`src/rtl/rbb_pkg.sv`:
```
// Package for the RGB 5x5 box blur: widths, codes, the job record shared by the
// front end, the queue and the back end, and the geometry record shared by the
// front and back ends. No dependencies.
package rbb_pkg;

	localparam int COL_W = 12;
	localparam int ROW_W = 13;
	localparam int FW_W = 11;
	localparam int FH_W = 13;
	localparam int SLOT_W = 3;
	localparam int CH_W = 8;
	localparam int PIX_W = 3 * CH_W;
	localparam int CNT_W = 6;
	localparam int SUM_W = 14;
	localparam int CFG_IDX_W = 2;
	localparam int CFG_DATA_W = 13;
	localparam int DEF_MAX_WIDTH = 1024;
	localparam int DEF_RADIUS = 2;
	localparam int QUEUE_DEPTH = 2;

	localparam logic [CFG_IDX_W-1:0] CFG_FRAME_WIDTH = 2'd0;
	localparam logic [CFG_IDX_W-1:0] CFG_FRAME_HEIGHT = 2'd1;

	localparam logic [FW_W-1:0] FW_RESET = 11'd1024;
	localparam logic [FH_W-1:0] FH_RESET = 13'd1024;

	localparam logic OP_PIXEL = 1'b0;
	localparam logic OP_DRAIN = 1'b1;

	typedef struct packed {
		logic [COL_W:0] w;
		logic [ROW_W-1:0] h;
	} geom_t;

	typedef struct packed {
		logic wr;
		logic [SLOT_W-1:0] wr_slot;
		logic [COL_W-1:0] wr_col;
		logic [PIX_W-1:0] pix;
		logic emit;
		logic [ROW_W-1:0] out_row;
		logic [COL_W-1:0] out_col;
		logic [SLOT_W-1:0] out_slot;
		logic last;
	} job_t;

	typedef enum logic [2:0] {
		BK_IDLE,
		BK_SCAN,
		BK_FLUSH,
		BK_DIV,
		BK_OUT
	} bk_state_t;

endpackage

```
`src/rtl/rbb_fifo.sv`:
```
// Short job queue between the front end and the back end.
// Depends on rbb_pkg for the job record.
module rbb_fifo #(
	parameter int DEPTH = rbb_pkg::QUEUE_DEPTH
) (
	input  logic clk,
	input  logic arst_n,
	input  logic push,
	input  rbb_pkg::job_t wdata,
	output logic full,
	input  logic pop,
	output rbb_pkg::job_t rdata,
	output logic empty
);

	localparam int PTR_W = (DEPTH > 1) ? $clog2(DEPTH) : 1;

	rbb_pkg::job_t mem_q [DEPTH];
	logic [PTR_W-1:0] wr_ptr_q;
	logic [PTR_W-1:0] rd_ptr_q;
	logic [PTR_W:0] count_q;

	assign full = (count_q == (PTR_W+1)'(DEPTH));
	assign empty = (count_q == '0);
	assign rdata = mem_q[rd_ptr_q];

	always_ff @(posedge clk) begin
		if (push) begin
			mem_q[wr_ptr_q] <= wdata;
		end
	end

	always_ff @(posedge clk or negedge arst_n) begin
		if (!arst_n) begin
			wr_ptr_q <= '0;
			rd_ptr_q <= '0;
			count_q <= '0;
		end else begin
			if (push) begin
				wr_ptr_q <= (wr_ptr_q == PTR_W'(DEPTH - 1)) ? '0 : wr_ptr_q + 1'b1;
			end
			if (pop) begin
				rd_ptr_q <= (rd_ptr_q == PTR_W'(DEPTH - 1)) ? '0 : rd_ptr_q + 1'b1;
			end
			if (push && !pop) begin
				count_q <= count_q + 1'b1;
			end else if (pop && !push) begin
				count_q <= count_q - 1'b1;
			end
		end
	end

	a_no_overflow: assert property (@(posedge clk) disable iff (!arst_n) push |-> !full)
		else $error("job queue overflow");
	a_no_underflow: assert property (@(posedge clk) disable iff (!arst_n) pop |-> !empty)
		else $error("job queue underflow");
	a_count_bound: assert property (@(posedge clk) disable iff (!arst_n)
		count_q <= (PTR_W+1)'(DEPTH))
		else $error("job queue count out of range");

endmodule

```
`config.mk`:
```
export PLATFORM = sky130hd
export DESIGN_NAME = rbb_fifo
export DESIGN_NICKNAME = d
export VERILOG_FILES = /design/src/rtl/rbb_pkg.sv /design/src/rtl/rbb_fifo.sv
export SDC_FILE = /design/constraint.sdc
export NUM_CORES = 1
export LEC_CHECK = 0
export BUFFER_PORTS_ARGS = -buffer_cell sky130_fd_sc_hd__buf_2
export CAP_MARGIN = 20
export CORE_ASPECT_RATIO = 0.9
export CORE_MARGIN = 2
export CORE_UTILIZATION = 34
export CTS_BUF_LIST = sky130_fd_sc_hd__clkbuf_8
export DETAILED_ROUTE_END_ITERATION = 7
export GPL_ROUTABILITY_DRIVEN = 0
export PLACE_DENSITY_LB_ADDON = 0.15
export SYNTH_ARGS = -nofsm -noshare
export SYNTH_HDL_FRONTEND = slang
export SYNTH_SLANG_ARGS = --single-unit
```
`constraint.sdc`:
```
create_clock -name clk -period 3.9 [get_ports clk]
set_input_delay 0.78 -clock clk [delete_from_list [all_inputs] [get_ports clk]]
set_output_delay 0.78 -clock clk [all_outputs]
set_load 0.005 [all_outputs]
```
==> run metrics <==
outcome finished clean; flops & latches, synth 144; worst endpoint required time 3.12 ns; Area after DPL 6480 sq um; fillcell total 1,474; switching power 1260 uW; final hold violation count 0; delay-heaviest family, CP flip-flops; drt wl/cell 15.7 um; actual slew at the worst max-slew pin 0.988 ns; Tmin final 2.96 ns; Combinational Power Share 28.3%; sw frac 26.7%; Post-Route WL 9.63 mm; Max Fclk 338 MHz; Final Setup Violations 0; Distinct cells, synth 13; crit-path cells buf_12 -> mux2_4 -> buf_2; P per Cell Area 687 nW/um^2; most common cell after layout, fill and taps aside buf_2; WP buf/inv 2; Yosys Warn Count 0; number of setup buffers added after CTS 0; global-route wire length before repair 15.2 mm; post-synthesis cell count 234; Num CTS Buffers 17; CP endpoint kind output port; Die Width 139 um; quantity of I/O buffers inserted on ports 145; Via Count 2,633; internal power 3460 uW; pin count of the biggest net entering global routing 71; VDD IR-drop max 0.347 mV; Slew headroom 34.1%; Post-Layout Inst Area 6870 sq um; share of cells above drive strength 1 61.5%; Post-DRT Antenna Nets 0; H-tree Lvls 4; Final #Nets 467; Clock Tree Buf Depth 2; Seq/Total Area, Yosys 77.0%; commonest non-fill, non-tap cells in the layout buf_2 (145), edfxtp_1 (140), mux2_4 (69); crit-path max cell delay 0.89 ns; hold_buf cts 0; CTS tree done; GRT Overall Usage 11.7%; Avg Cell Area, Syn 23.9 sq um; critical path arrival 2.18 ns; core area 16,100 sq um; RSZ-0062 raised after global routing false; vias in the first global route 2,901; synthesis-to-layout area growth 23.0%; slowest cell on the critical path dfrtp_4; chip height 126 um; Initial Utilization 34.6%; MaxCap Viol Count 0; hpwl dp 6.02 mm; io pins 146; post-synthesis cell area 5590 sq um; TNS Setup 0 ns; Setup Skew 0.00413 ns; root buf cell clkbuf_8; post-CTS sizing 0; Vias/cell 4.30; Die ar. 17,500 sq um; Worst-path clk slew 0.07 ns; fin crit share 75.9%; Row Count 44; GRT overflow 0; TritonRoute pass-1 iters 4; Clock Sinks 144; min-delay worst type in -> async; Clk Latency, worst-skew pair 0.43 ns; clock power share 24.2%; DRC viols 0; antenna violations before repair 1; Sequential Power Share 47.5%; initial drt markers 142; final slew viol count 0; syn_nets 309; crit-path max FO 36; static leakage 0.00277 uW; Crit Path Category reg -> out; Setup crit start kind flip-flop
[cells by family after synthesis]
logic type,count (synthesis),share of synthesized area (%)
XOR/XNOR,5,0.783
adder cells (fa/ha/maj),1,0.224
buffers and inverters,9,2.78
flip-flops,144,77.0
multiplexers,70,18.7
AND/OR/NAND/NOR,5,0.470
[worst paths after layout]
kind | cells past startpoint | end | from | slack (ns)
max | 3 | rdata[56] | rd_ptr_q | 0.94
min | 1 | count_q[1] | arst_n | 0.14
max reg2reg | 1 | mem_q[1][50] | wr_ptr_q | 2.24
min reg2reg | 1 | count_q[1] | count_q[1] | 0.48
max in group asynchronous | 1 | rd_ptr_q | arst_n | 3.63
min in group clk | 1 | count_q[1] | count_q[1] | 0.48
[layout make-up]
cell class,instances,area [sq um],area share [%]
antenna,1,2.50,0.0364
clock buffer,20,275,4.01
clock inverter,12,119,1.73
inverter,1,3.75,0.0546
multi-input combinational,81,1140,16.6
sequential,144,4310,62.7
tap,207,259,3.77
timing repair buffer,147,766,11.1
[registers in the layout (all words and copies together) (netlist names)]
signal	cells
mem_q	140
count_q	2
rd_ptr_q	1
wr_ptr_q	1
[power by group through the flow]
stage / Combinational (uW) / Clock (uW) / Sequential, uW
3_5_place_dp: 1380 / 0 / 2290
5_1_grt: 1460 / 1260 / 2290
4_1_cts: 1380 / 1190 / 2250
2_1_floorplan: 1100 / 0 / 2160
6_report: 1340 / 1150 / 2240
3_3_place_gp: 1370 / 0 / 2270
[metrics by stage]
stage	hold slack, ns	power [uW]	worst slack [ns]	instances	utilization, %
floorplan	0.456	3270	0.853	234	-
global placement	0.471	3650	1.37	580	40.1
detailed placement	0.474	3660	1.36	580	40.1
CTS	0.103	4830	0.852	612	42.6
global route	0.0918	5000	0.784	612	42.6
finish	0.139	4720	0.940	613	42.6
[cells in the mapped netlist, drive strengths merged]
| master | n | share of area (%) |
|---|---|---|
| and2 | 1 | 0.11 |
| inv | 1 | 0.067 |
| nor2 | 2 | 0.13 |
| buf | 8 | 2.7 |
| nor2b | 2 | 0.22 |
| xor2 | 4 | 0.63 |
| ha | 1 | 0.22 |
| mux2 | 70 | 19 |
| dfrtp | 4 | 1.8 |
| edfxtp | 140 | 75 |
| xnor2 | 1 | 0.16 |
[metal layers]
metal	up-vias	GRT usage [%]	wire [um]
met4	0	4.46	136
met2	106	17.8	4450
met3	10	6.81	1020
met5	-	0	0
met1	1277	13.6	4030
li1	1240	-	-
No activity file was read; power rests on OpenSTA's default activity.
