## src/rtl/rbb_pkg.sv

```systemverilog
// Package for the RGB 5x5 box blur: widths, codes, the job record shared by the
// front end, the queue and the back end, and the geometry record shared by the
// front and back ends. No dependencies.
package rbb_pkg;

	localparam int COL_W = 12;
	localparam int ROW_W = 13;
	localparam int FW_W = 11;
	localparam int FH_W = 13;
	localparam int SLOT_W = 3;
	localparam int CH_W = 8;
	localparam int PIX_W = 3 * CH_W;
	localparam int CNT_W = 6;
	localparam int SUM_W = 14;
	localparam int CFG_IDX_W = 2;
	localparam int CFG_DATA_W = 13;
	localparam int DEF_MAX_WIDTH = 1024;
	localparam int DEF_RADIUS = 2;
	localparam int QUEUE_DEPTH = 2;

	localparam logic [CFG_IDX_W-1:0] CFG_FRAME_WIDTH = 2'd0;
	localparam logic [CFG_IDX_W-1:0] CFG_FRAME_HEIGHT = 2'd1;

	localparam logic [FW_W-1:0] FW_RESET = 11'd1024;
	localparam logic [FH_W-1:0] FH_RESET = 13'd1024;

	localparam logic OP_PIXEL = 1'b0;
	localparam logic OP_DRAIN = 1'b1;

	typedef struct packed {
		logic [COL_W:0] w;
		logic [ROW_W-1:0] h;
	} geom_t;

	typedef struct packed {
		logic wr;
		logic [SLOT_W-1:0] wr_slot;
		logic [COL_W-1:0] wr_col;
		logic [PIX_W-1:0] pix;
		logic emit;
		logic [ROW_W-1:0] out_row;
		logic [COL_W-1:0] out_col;
		logic [SLOT_W-1:0] out_slot;
		logic last;
	} job_t;

	typedef enum logic [2:0] {
		BK_IDLE,
		BK_SCAN,
		BK_FLUSH,
		BK_DIV,
		BK_OUT
	} bk_state_t;

endpackage

```

## src/rtl/rbb_front.sv

```systemverilog
// Front end of the box blur: configuration registers, input and output position
// tracking, and classification of each item into a job. Depends on rbb_pkg.
module rbb_front #(
	parameter int MAX_WIDTH = rbb_pkg::DEF_MAX_WIDTH,
	parameter int RADIUS = rbb_pkg::DEF_RADIUS
) (
	input  logic clk,
	input  logic arst_n,
	input  logic in_valid,
	output logic in_stall,
	input  logic op,
	input  logic [rbb_pkg::CH_W-1:0] red,
	input  logic [rbb_pkg::CH_W-1:0] green,
	input  logic [rbb_pkg::CH_W-1:0] blue,
	input  logic cfg_valid,
	output logic cfg_ready,
	input  logic [rbb_pkg::CFG_IDX_W-1:0] cfg_index,
	input  logic [rbb_pkg::CFG_DATA_W-1:0] cfg_data,
	output logic push,
	output rbb_pkg::job_t job,
	input  logic full,
	output rbb_pkg::geom_t geom
);

	localparam int RING = 2 * RADIUS + 2;
	localparam int N_W = rbb_pkg::ROW_W + rbb_pkg::COL_W + 1;

	logic [rbb_pkg::FW_W-1:0] fw_q;
	logic [rbb_pkg::FH_W-1:0] fh_q;
	logic [rbb_pkg::ROW_W-1:0] in_row_q, out_row_q;
	logic [rbb_pkg::COL_W-1:0] in_col_q, out_col_q;
	logic [rbb_pkg::SLOT_W-1:0] in_slot_q, out_slot_q;
	logic [N_W-1:0] n_q;

	logic [rbb_pkg::COL_W:0] w;
	logic [rbb_pkg::ROW_W-1:0] h;
	logic [N_W-1:0] lag;
	logic accept, restart, is_pixel, emit;
	logic [rbb_pkg::ROW_W-1:0] cur_row, cur_orow, o_row;
	logic [rbb_pkg::COL_W-1:0] cur_col, cur_ocol, o_col;
	logic [rbb_pkg::SLOT_W-1:0] cur_slot, cur_oslot, o_slot;
	logic [N_W-1:0] cur_n;
	logic in_wrap, out_wrap;

	always_comb begin
		if (fw_q == '0) begin
			w = (rbb_pkg::COL_W+1)'(1);
		end else if (int'(fw_q) > MAX_WIDTH) begin
			w = (rbb_pkg::COL_W+1)'(MAX_WIDTH);
		end else begin
			w = (rbb_pkg::COL_W+1)'(fw_q);
		end
		h = (fh_q == '0) ? rbb_pkg::ROW_W'(1) : fh_q;
		lag = N_W'(RADIUS) * N_W'(w)
			+ ((N_W'(RADIUS) < N_W'(w) - 1'b1) ? N_W'(RADIUS) : N_W'(w) - 1'b1);
	end

	assign geom = '{w: w, h: h};
	assign cfg_ready = 1'b1;
	assign in_stall = full;
	assign accept = in_valid && !in_stall;
	assign is_pixel = (op == rbb_pkg::OP_PIXEL);
	assign restart = (in_row_q >= h);

	always_comb begin
		cur_row = restart ? '0 : in_row_q;
		cur_col = restart ? '0 : in_col_q;
		cur_slot = restart ? '0 : in_slot_q;
		cur_n = restart ? '0 : n_q;
		cur_orow = restart ? '0 : out_row_q;
		cur_ocol = restart ? '0 : out_col_q;
		cur_oslot = restart ? '0 : out_slot_q;
		if (is_pixel) begin
			emit = (cur_n >= lag) && (cur_orow < h);
			o_row = cur_orow;
			o_col = cur_ocol;
			o_slot = cur_oslot;
		end else begin
			emit = restart && (out_row_q < h);
			o_row = out_row_q;
			o_col = out_col_q;
			o_slot = out_slot_q;
		end
		in_wrap = ((rbb_pkg::COL_W+1)'(cur_col) + 1'b1 == w);
		out_wrap = ((rbb_pkg::COL_W+1)'(o_col) + 1'b1 == w);
	end

	assign push = accept && (is_pixel || emit);

	always_comb begin
		job.wr = is_pixel;
		job.wr_slot = cur_slot;
		job.wr_col = cur_col;
		job.pix = {blue, green, red};
		job.emit = emit;
		job.out_row = o_row;
		job.out_col = o_col;
		job.out_slot = o_slot;
		job.last = (o_row == h - 1'b1) && out_wrap;
	end

	always_ff @(posedge clk or negedge arst_n) begin
		if (!arst_n) begin
			fw_q <= rbb_pkg::FW_RESET;
			fh_q <= rbb_pkg::FH_RESET;
			in_row_q <= '0;
			in_col_q <= '0;
			in_slot_q <= '0;
			n_q <= '0;
			out_row_q <= '0;
			out_col_q <= '0;
			out_slot_q <= '0;
		end else if (cfg_valid && cfg_ready) begin
			if (cfg_index == rbb_pkg::CFG_FRAME_WIDTH || cfg_index == rbb_pkg::CFG_FRAME_HEIGHT) begin
				if (cfg_index == rbb_pkg::CFG_FRAME_WIDTH) begin
					fw_q <= cfg_data[rbb_pkg::FW_W-1:0];
				end else begin
					fh_q <= cfg_data[rbb_pkg::FH_W-1:0];
				end
				in_row_q <= '0;
				in_col_q <= '0;
				in_slot_q <= '0;
				n_q <= '0;
				out_row_q <= '0;
				out_col_q <= '0;
				out_slot_q <= '0;
			end
		end else if (accept && (is_pixel || emit)) begin
			if (is_pixel) begin
				n_q <= cur_n + 1'b1;
				if (in_wrap) begin
					in_col_q <= '0;
					in_row_q <= cur_row + 1'b1;
					in_slot_q <= (cur_slot == rbb_pkg::SLOT_W'(RING - 1)) ? '0 : cur_slot + 1'b1;
				end else begin
					in_col_q <= cur_col + 1'b1;
					in_row_q <= cur_row;
					in_slot_q <= cur_slot;
				end
			end
			if (emit) begin
				if (out_wrap) begin
					out_col_q <= '0;
					out_row_q <= o_row + 1'b1;
					out_slot_q <= (o_slot == rbb_pkg::SLOT_W'(RING - 1)) ? '0 : o_slot + 1'b1;
				end else begin
					out_col_q <= o_col + 1'b1;
					out_row_q <= o_row;
					out_slot_q <= o_slot;
				end
			end else begin
				out_col_q <= o_col;
				out_row_q <= o_row;
				out_slot_q <= o_slot;
			end
		end
	end

endmodule

```

## config.mk

```make
export PLATFORM = sky130hd
export DESIGN_NAME = rbb_front
export DESIGN_NICKNAME = d
export VERILOG_FILES = /design/src/rtl/rbb_pkg.sv /design/src/rtl/rbb_front.sv
export SDC_FILE = /design/constraint.sdc
export NUM_CORES = 1
export LEC_CHECK = 0
export ABC_AREA = 1
export BUFFER_PORTS_ARGS = -buffer_cell sky130_fd_sc_hd__buf_2
export CAP_MARGIN = 20
export CORE_ASPECT_RATIO = 0.5
export CORE_MARGIN = 2
export CORE_UTILIZATION = 28
export DETAILED_ROUTE_END_ITERATION = 8
export PLACE_DENSITY = 0.44
export SYNTH_ARGS = -nofsm -noshare
export SYNTH_HDL_FRONTEND = slang
export SYNTH_SLANG_ARGS = --single-unit
export TNS_END_PERCENT = 50
```

## constraint.sdc

```tcl
create_clock -name clk -period 7.9 [get_ports clk]
set_input_delay 2.37 -clock clk [delete_from_list [all_inputs] [get_ports clk]]
set_output_delay 2.37 -clock clk [all_outputs]
set_load 0.1 [all_outputs]
```

==> reports/qor.yml <==
ys_types: 52
slew_viol_final: 0
synthMuxAreaShare: 0
syn_avg_cell_area_um2: 6.67
arrival_ps: 5140
multi_input_area_mm2: 0.00643
start_util: 0.284
cts.clk_slew.worst_paths_ps: 80
vdd_ir_drop_max_mv: 0.0914
finClkSkew_ps: 14.0
cts_inserted_buffers: 9
cts_sinks: 106
port_buffers: 92
max_stage_delay_ps: 600
crit_type: "reg2out"
diodes: 0
crit_slowest_cell: "dfstp_2"
maxCapViolCount: 0
firstDrtPassIters: 5
cts_tree: "done"
timing.slew.headroom: 0.371
h-tree-depth: 3
drtIter0Drc: 562
crit_required_ps: 5530
drive_gt1_frac: 0.147
timing.final.hold_violations: 0
netlist_instances: 1525
ant_nets: 0
syn_to_final_growth_pct: 13.8
num_vias: 9812
synth_top_family_by_area: "simple AND/OR/NAND/NOR gates"
grt_usage: 0.175
regArea_mm2: 0.00266
clock-root-buffer: "clkbuf_16"
finalCritPeriodShare: 0.950
hold_slack_ps: 501
hold_path.class: "reg2reg"
die_area_mm2: 0.0380
status: "complete, no violations"
synthesis.area_mm2: 0.0102
synthAdderAreaFrac: 0.100
synth_edf_count: 0
gp_congestion: 0.856
drt-total-wl_um: 33000
io_pins: 144
hpwl_um: 25500
die_y_um: 139
rows: 49
cp-end-kind: "output port"
avgViaCountPerCell: 4.69
synth-compound-area-share: 0.107
overflow: 0
worstMarginPinSlew_ps: 943
dp_cells: 2062
clockBufferDepth: 2
p_leak_nw: 5.72
core_mm2: 0.0359
synth_simple_gate_area_frac: 0.347
wl_per_cell_um: 15.8
start_kind: "register"
ys_seq_area_frac: 0.261
first_global_vias: 9264
fill_cells: 3930
antenna_found_initial: 0
max_freq_mhz: 133
grt_max_degree: 68
drc: 0
ys_ff_latch: 106
yosys_warnings: 0
ys.flop_type: "dfrtp_1"
period_minus_slack_ps: 7510
insertion_delay_ps: 380
stdcell_count: 2091
die_w_um: 274
cpMostUsedCell: "nand2_1"
cp_max_fo: 7
async_flop_share: 1.00
grt_pass1_wl_um: 52300
power.density_mw_per_mm2: 165
final_net_count: 1728
synth_xor_xnor_area_share: 0.0530
finalSetupViolations: 0
path summary, 6_finish.rpt:
check	depth (start not counted)	end	startpoint	slack [ps]
setup reg to reg	26	in_col_q[7]	fh_q[7]	2290
hold / removal	2	out_slot_q[2]	out_slot_q[2]	500
max in group asynchronous	2	out_row_q[11]	arst_n	4560
setup / recovery	32	job[29]	fw_q[10]	390
min in group asynchronous	1	n_q[2]	arst_n	1990
hold reg to reg	2	out_slot_q[2]	out_slot_q[2]	500
cells by family (layout without fill, tap and decap cells):
family	Yosys count	in the layout
other	2	26
adders and majority gates	81	81
xor gates and xnor gates	60	60
buffers and inverters	298	356
DFF	106	106
and+or+nand+nor	778	778
AOI/OAI and AO/OA	200	200
routing by layer:
layer	global-route usage	part of all wire	vias to the layer above
met1	0.260	0.52	4522
met2	0.266	0.43	175
met5	0	0	-
met3	0.0263	0.038	29
li1	-	-	5086
met4	0.0365	0.012	0
state kept, by name, indices dropped and copies added, names as in the netlist:
register    cells
n_q            26
fh_q           13
in_row_q       13
out_row_q      13
in_col_q       12
out_col_q      12
fw_q           11
in_slot_q       3
out_slot_q      3
layout make-up:
type | count | area share
sequential | 106 | 0.229
inverter | 214 | 0.0696
tap | 484 | 0.0523
multi-input combinational | 1145 | 0.556
clock inverter | 5 | 0.00670
clock buffer | 11 | 0.0210
timing repair buffer | 126 | 0.0653
cell usage in the layout (no fill, tap or decap), drive strengths merged:
master    instances
nand3b            8
a21boi            1
dfstp             2
a21o              1
nor4             10
a21oi            58
o221ai            1
o21a              1
and2              1
clkinv            4
nand3           131
conb             26
clkbuf           11
nor3             29
or2               5
a31o              1
nand4            55
xnor2            17
o32ai             2
a22oi             1
ha               80
o41ai             1
inv             212
clkinvlp          1
buf             126
o221a             1
o22ai            26
nor2            181
bufinv            2
xnor3             1
a31oi             3
o211ai            5
a211oi            1
o21ai            97
dfrtp           104
fa                1
nand2           358
xor2             42
cells in the mapped netlist (5+ instances only):
cell type  number  share of area
nor4_1          9         0.0055
buf_6           8         0.0089
buf_2          23          0.011
o21ai_1        21          0.010
a21oi_1        57          0.028
o211ai_1        5         0.0037
nor2_4          9          0.010
xnor2_1        17          0.015
o21ai_0        76          0.037
nor3_2          5         0.0049
nand4_1        55          0.034
clkbuf_1       22         0.0081
ha_1           80          0.098
buf_4          31          0.023
nand3_1       127          0.062
xor2_1         42          0.036
nand2_1       351           0.13
inv_1         203          0.075
o22ai_1        26          0.016
nand3b_1        8         0.0059
inv_2           8         0.0030
nor2_1        161          0.059
nor3_1         22          0.011
dfrtp_1       104           0.26
nand2_2         5         0.0031
nor2_2         11         0.0068
per-stage QoR:
step | instance area [um^2] | utilization | setup TNS, ps | total power, mW | setup WS, ps
CTS | 11400 | 0.317 | 0 | 1.89 | 32.4
floorplan | 10300 | - | -85.0 | 1.23 | -85.0
global route | 11600 | 0.323 | -1.99 | 2.03 | -1.99
global placement | 11000 | 0.308 | 0 | 1.36 | 394
detailed placement | 11000 | 0.308 | 0 | 1.36 | 290
finish | 11600 | 0.323 | 0 | 1.91 | 394
power by group:
part           switching [mW]  leakage (nW)  internal, mW  total [mW]
combinational           0.580          4.13         0.206       0.786
sequential             0.0282          1.43         0.570       0.598
clock                   0.243         0.156         0.287       0.530
what timing repair did:
item	4_1_cts	5_1_grt
resized for setup	5	30
setup endpoints to repair	1	1
hold buffers	0	0
pin swaps	0	12
buffers inserted	0	13
hold endpoints to repair	0	0
worst max-delay path: cells and delay by family (launching register included):
family                     cells  cell delay [ps]
and+or+nand+nor               14             1330
AOI/OAI and AO/OA             10             1300
adders and majority gates      2              670
DFF                            1              600
buffers and inverters          4              520
xor gates and xnor gates       2              340
(Power assumes the default switching activity.)
